**config.mk**
```make
export PLATFORM = sky130hd
export DESIGN_NAME = pvbd_decode
export DESIGN_NICKNAME = d
export VERILOG_FILES = /design/src/rtl/pvbd_pkg.sv /design/src/rtl/pvbd_decode.sv
export SDC_FILE = /design/constraint.sdc
export NUM_CORES = 1
export LEC_CHECK = 0
export CAP_MARGIN = 20
export CORE_AREA = 8 8 45 47
export DETAILED_ROUTE_END_ITERATION = 12
export DIE_AREA = 0 0 53 55
export DONT_BUFFER_PORTS = 1
export SYNTH_ARGS = -nofsm -noshare
export SYNTH_HDL_FRONTEND = slang
export SYNTH_SLANG_ARGS = --single-unit
export TNS_END_PERCENT = 20
```
**constraint.sdc**
```tcl
create_clock -name vclk -period 0.8
set_clock_uncertainty 0.2 [all_clocks]
set_input_delay 0.08 -clock vclk [all_inputs]
set_output_delay 0.08 -clock vclk [all_outputs]
set_load 0.02 [all_outputs]
```
**src/rtl/pvbd_pkg.sv**
```systemverilog
// shared types, codes and slot base table for the video bus decoder
package pvbd_pkg;

  localparam int NAMETABLE_BYTES_DEF = 4096;

  localparam logic [13:0] ADDR_MASK      = 14'h3fff;
  localparam logic [13:0] NT_START       = 14'h2000;
  localparam logic [13:0] PAL_START      = 14'h3f00;
  localparam logic [11:0] NT_FOLD_MASK   = 12'hfff;
  localparam logic [11:0] SLOT_OFS_MASK  = 12'h3ff;
  localparam logic [11:0] SLOT_BASE_1    = 12'h400;
  localparam logic [11:0] SLOT_BASE_2    = 12'h800;
  localparam logic [11:0] SLOT_BASE_3    = 12'hc00;

  localparam logic [1:0] REGION_PATTERN = 2'd0;
  localparam logic [1:0] REGION_NT      = 2'd1;
  localparam logic [1:0] REGION_PAL     = 2'd2;

  localparam logic [2:0] MODE_HORIZ     = 3'd0;
  localparam logic [2:0] MODE_VERT      = 3'd1;
  localparam logic [2:0] MODE_FOUR      = 3'd2;
  localparam logic [2:0] MODE_ONE_LOWER = 3'd3;
  localparam logic [2:0] MODE_ONE_UPPER = 3'd4;

  localparam logic FUNC_WRITE = 1'b1;

  typedef struct packed {
    logic [1:0]  region;
    logic [4:0]  pal_idx;
    logic [12:0] pat_addr;
  } dec_t;

  function automatic logic [11:0] slot_base(input logic [2:0] mode, input logic [1:0] slot);
    logic [11:0] base;
    base = 12'h000;
    unique case (mode)
      MODE_HORIZ:     base = slot[1] ? SLOT_BASE_1 : 12'h000;
      MODE_VERT:      base = slot[0] ? SLOT_BASE_1 : 12'h000;
      MODE_FOUR:      base = {slot, 10'h000};
      MODE_ONE_LOWER: base = 12'h000;
      MODE_ONE_UPPER: base = SLOT_BASE_1;
      default:        base = 12'h000;
    endcase
    return base;
  endfunction

endpackage

```
**src/rtl/pvbd_decode.sv**
```systemverilog
// address decode: region, mirrored name-table index, palette index and pattern address
module pvbd_decode #(
  parameter int NT_BYTES = pvbd_pkg::NAMETABLE_BYTES_DEF,
  localparam int NT_AW = $clog2(NT_BYTES)
) (
  input  logic [13:0]      addr,
  input  logic [2:0]       mode,
  output pvbd_pkg::dec_t   dec,
  output logic [NT_AW-1:0] nt_idx
);

  logic [11:0] folded;
  logic [11:0] base;
  logic [12:0] sum;
  logic [12:0] wrapped;
  logic [4:0]  pal;

  always_comb begin
    folded = addr[11:0] & pvbd_pkg::NT_FOLD_MASK;
    base   = pvbd_pkg::slot_base(mode, folded[11:10]);
    sum    = {1'b0, base} + {1'b0, folded & pvbd_pkg::SLOT_OFS_MASK};
    wrapped = sum;
    if (sum >= 13'(NT_BYTES)) begin
      wrapped = sum - 13'(NT_BYTES);
    end
    if (wrapped >= 13'(NT_BYTES)) begin
      wrapped = 13'd0;
    end
    nt_idx = wrapped[NT_AW-1:0];

    pal = addr[4:0];
    if ((pal & 5'h13) == 5'h10) begin
      pal = pal & 5'h0f;
    end

    dec.pal_idx  = pal;
    dec.pat_addr = 13'd0;
    if (addr < pvbd_pkg::NT_START) begin
      dec.region   = pvbd_pkg::REGION_PATTERN;
      dec.pat_addr = addr[12:0];
    end else if (addr < pvbd_pkg::PAL_START) begin
      dec.region = pvbd_pkg::REGION_NT;
    end else begin
      dec.region = pvbd_pkg::REGION_PAL;
    end
  end

endmodule
```
After elaboration in Yosys (flattened, before gate mapping)
Cells that the tools add are included.
{ "word_totals": {"wordCells": 20, "regBits": 0, "out_inout_bits": 32} }
{ "op_classes": {"n_reduce_logical": 1, "eq_ne": 4, "n_mux": 9, "magnitude_cmp": 4, "n_addsub": 2} }
{ "op_table": {"columns": ["op", "n"], "rows": [
  ["12-bit one-hot mux with 4 select lines", 1],
  ["14-bit less-than comparator, second input constant", 2],
  ["13-bit greater-or-equal comparator, second input constant", 2],
  ["13-bit two-way mux", 2],
  ["11-bit two-way mux", 2],
  ["12-bit by 10-bit adder with 13-bit output", 1],
  ["13-bit subtractor, second input constant", 1],
  ["12-bit two-way mux", 1],
  ["3-bit == test, second input constant", 2],
  ["5-bit two-way mux", 1],
  ["2-bit two-way mux", 2],
  ["3-bit by 1-bit == test with 1-bit output, second input constant", 1],
  ["3-bit by 2-bit == test with 1-bit output, second input constant", 1],
  ["3-bit zero test", 1]
]} }

Longest topological paths before layout
{ "depth": {"depth_word": 7, "mapped_depth": 3} }

Least setup slack after synthesis
No wires, ideal clock.
{ "synth_timing": {"path_kind": "input to output", "start": "input port mode[0]", "end": "output port nt_idx[10]", "path_slack_ns": -0.240, "stages": 2, "t_arrival_ns": 0.760, "path_buffers": 0, "cell_sequence": "xnor2_1 > o32ai_1"} }
{ "synth_between": {"elab_chain_len": 7, "elab_cells_between_ends": 11, "cone_classes": "add/sub: 2; order compare: 2; eq/ne: 3; mux: 3; reduce/logical: 1"} }
{ "synth_rtl": {"columns": ["element", "line", "rtl"], "rows": [
  ["start: declaration", "pvbd_decode.sv:7", "input logic [2:0] mode,"],
  ["3-bit == test (tied with other cells)", "pvbd_pkg.sv:36", "unique case (mode)"],
  ["12-bit one-hot mux with 4 select lines (*)", "pvbd_pkg.sv:36", null],
  ["12-bit by 10-bit adder with 13-bit output (*)", "pvbd_decode.sv:21", "sum = {1'b0, base} + {1'b0, folded & pvbd_pkg::SLOT_OFS_MASK};"],
  ["13-bit subtractor or 13-bit greater-or-equal comparator (tied branches)", "pvbd_decode.sv:24, pvbd_decode.sv:23", null],
  ["13-bit two-way mux (*)", "pvbd_decode.sv:23", "if (sum >= 13'(NT_BYTES)) begin"],
  ["13-bit greater-or-equal comparator", "pvbd_decode.sv:26", "if (wrapped >= 13'(NT_BYTES)) begin"],
  ["12-bit two-way mux (*)", "pvbd_decode.sv:26", null],
  ["end: declaration", "pvbd_decode.sv:9", "output logic [NT_AW-1:0] nt_idx"]
]} }
Every way passes the cells marked *; elsewhere a longest branch is shown, timed or not.

Final worst setup path
Same ends and word-level chain as after synthesis.

==> impl_metrics.csv <==
group,metric,value,unit
global_route,grt_max_degree,16,
finish,nFlopsAndLatches,0,
power,vdd_drop_max,0.000136,V
setup_path,cp_top_family,"compound AO/OA/AOI/OAI gates",
finish,diodes,0,
finish,final_common_cell,"buf_4",
setup_path,worstPathMaxFanout,3,
timing,fmax,1250,MHz
hold_path,holdCritPathClass,"in -> out",
place,port_buffers,0,
logic_synthesis,ys_top_cells_by_area,"buf_4 37%, nor2b_1 15%, and2b_1 13%",
finish,instances_no_fill,49,
finish,num-clock-buffers,0,
setup_path,crit_type,"in -> out",
die,core_area,0.00138,mm^2
logic_synthesis,syn_area,283,um^2
timing,finalCritPeriodShare,100,%
place,dp_hpwl,824,um
finish,fin_util,21.2,%
logic_synthesis,ys_seq_area_share,0,%
die,die_area,0.00292,mm^2
timing,drv_slew,0,
setup_path,cp.required,520,ps
detailed_routing,first_pass_iters,1,
detailed_routing,routedWlPerCell,18.5,um
setup_path,cp_num_buf_inv,0,
timing,rsz0062_at_grt,"true",
die,die_x,53,um
global_route,grt_overflow_total,0,
logic_synthesis,yosys_warnings,0,
outcome,violations,"negative hold slack, negative setup slack",
detailed_routing,via_count,226,
timing,holdWs,-40.0,ps
timing,slew-limit-headroom,77.7,%
detailed_routing,top_layer,"met3",
power,p_leak,0.130,nW
die,start_util,20.4,%
timing,worstMarginPinSlew,337,ps
logic_synthesis,synth_top_area_share,37.2,%
global_route,grt.total_usage,5.46,%
finish,register_area,0,um^2
place,dp_cells,49,
place,gp_congestion,0.584,
outcome,status,"complete, but fails checks",
detailed_routing,drc_errors,0,
logic_synthesis,avgSynthCellArea,7.07,um^2
logic_synthesis,synthCells,40,
flow_run,maxCapViolations,0,
die,chipHeight,55,um
detailed_routing,drt-initial-drc-count,0,
timing,min_period,802,ps
setup_path,worstPathArrival,520,ps
die,io_pins,49,
finish,drive_above_1_share,42.4,%
setup_path,cp-end-kind,"output port",
detailed_routing,wl_met1,300,um
finish,finalNetCount,52,
timing,fin_ws,-1.79,ps
power,p_per_area,613,mW/mm^2
logic_synthesis,synth_top_area_cell,"buf_4",
global_route,grt_pass1_vias,263,
logic_synthesis,yosysUniqueCellTypes,15,
setup_path,slowest_delay,320,ps
detailed_routing,ant_nets,0,
detailed_routing,wl_met3,190,um
setup_path,worstSetupStartpointType,"input port",
detailed_routing,wl_met2,416,um
finish,syn2layout_area_growth,3.54,%
finish,layout_common_cells,"8 x buf_4, 7 x nor2b_1, 5 x and2b_1, 2 x nor2_1, 2 x o21a_1",
setup_path,slowest_stage,"o32ai_4",
place,dp_slack,-50.3,ps
global_route,antenna_found_initial,0,
timing,setup_viol,1,
detailed_routing,vias_per_cell,4.61,
die,rows,14,
detailed_routing,wirelength,907,um
timing,hold_viol_final,14,
logic_synthesis,synth_nets,57,
global_route,grt_pass1_wl,1310,um
setup_path,cp_cell_sequence,"xnor2_4, o32ai_4",
-- cells in the mapped netlist --
| cell type | n |
|---|---|
| nor2_1 | 2 |
| inv_1 | 1 |
| or2_2 | 1 |
| o21a_1 | 2 |
| inv_2 | 1 |
| buf_6 | 1 |
| and4bb_2 | 1 |
| and2b_1 | 5 |
| buf_4 | 14 |
| o32ai_1 | 1 |
| nor3_2 | 1 |
| xnor2_1 | 1 |
| nand2_1 | 1 |
| nor2b_1 | 7 |
| nand3_1 | 1 |
-- final timing paths --
kind     from          to  slack, ps  cells after the start
max   mode[0]  nt_idx[10]         -2                      2
min   addr[1]   nt_idx[1]        -40                      0
-- area by class of cell --
cell class / count / area [um^2]
fillers: 150 / 1090
inverters: 2 / 7.51
multi-input cells: 23 / 205
well taps: 16 / 20.0
repair buffers: 8 / 60.1
-- report_power, final --
group	internal (W)	switching [W]	total (W)
clock	0	0	0
combinational	0.0000794	0.000100	0.000179
sequential	0	0	0
total	0.0000794	0.000100	0.000179
-- metrics by stage --
stage	total power [W]	cell area, um^2	TNS [ps]
after floorplan	0.000243	308	-25.7
after global placement	0.000169	272	-37.5
after detailed placement	0.000170	272	-50.3
after CTS	0.000182	293	-10.3
after global routing	0.000190	293	-20.9
final	0.000179	293	-1.79
-- routing by layer --
metal	vias up	global-route usage (%)
met5	-	0
met4	0	0
met3	0	2.94
met2	30	9.96
met1	96	5.77
li1	100	-
-- logic make-up after synthesis --
logic type	Yosys count	synth area share (%)
AOI/OAI and AO/OA	3	8.41
xor gates and xnor gates	1	3.10
buffers and inverters	17	43.8
and+or+nand+nor	19	44.7
-- what timing repair did --
item	CTS	global route
pin swaps	2	0
buffers inserted	0	0
setup endpoints to repair	1	1
hold endpoints to repair	14	14
resized for setup	3	0
gates cloned	0	0
No activity file was read; power rests on OpenSTA's default activity.
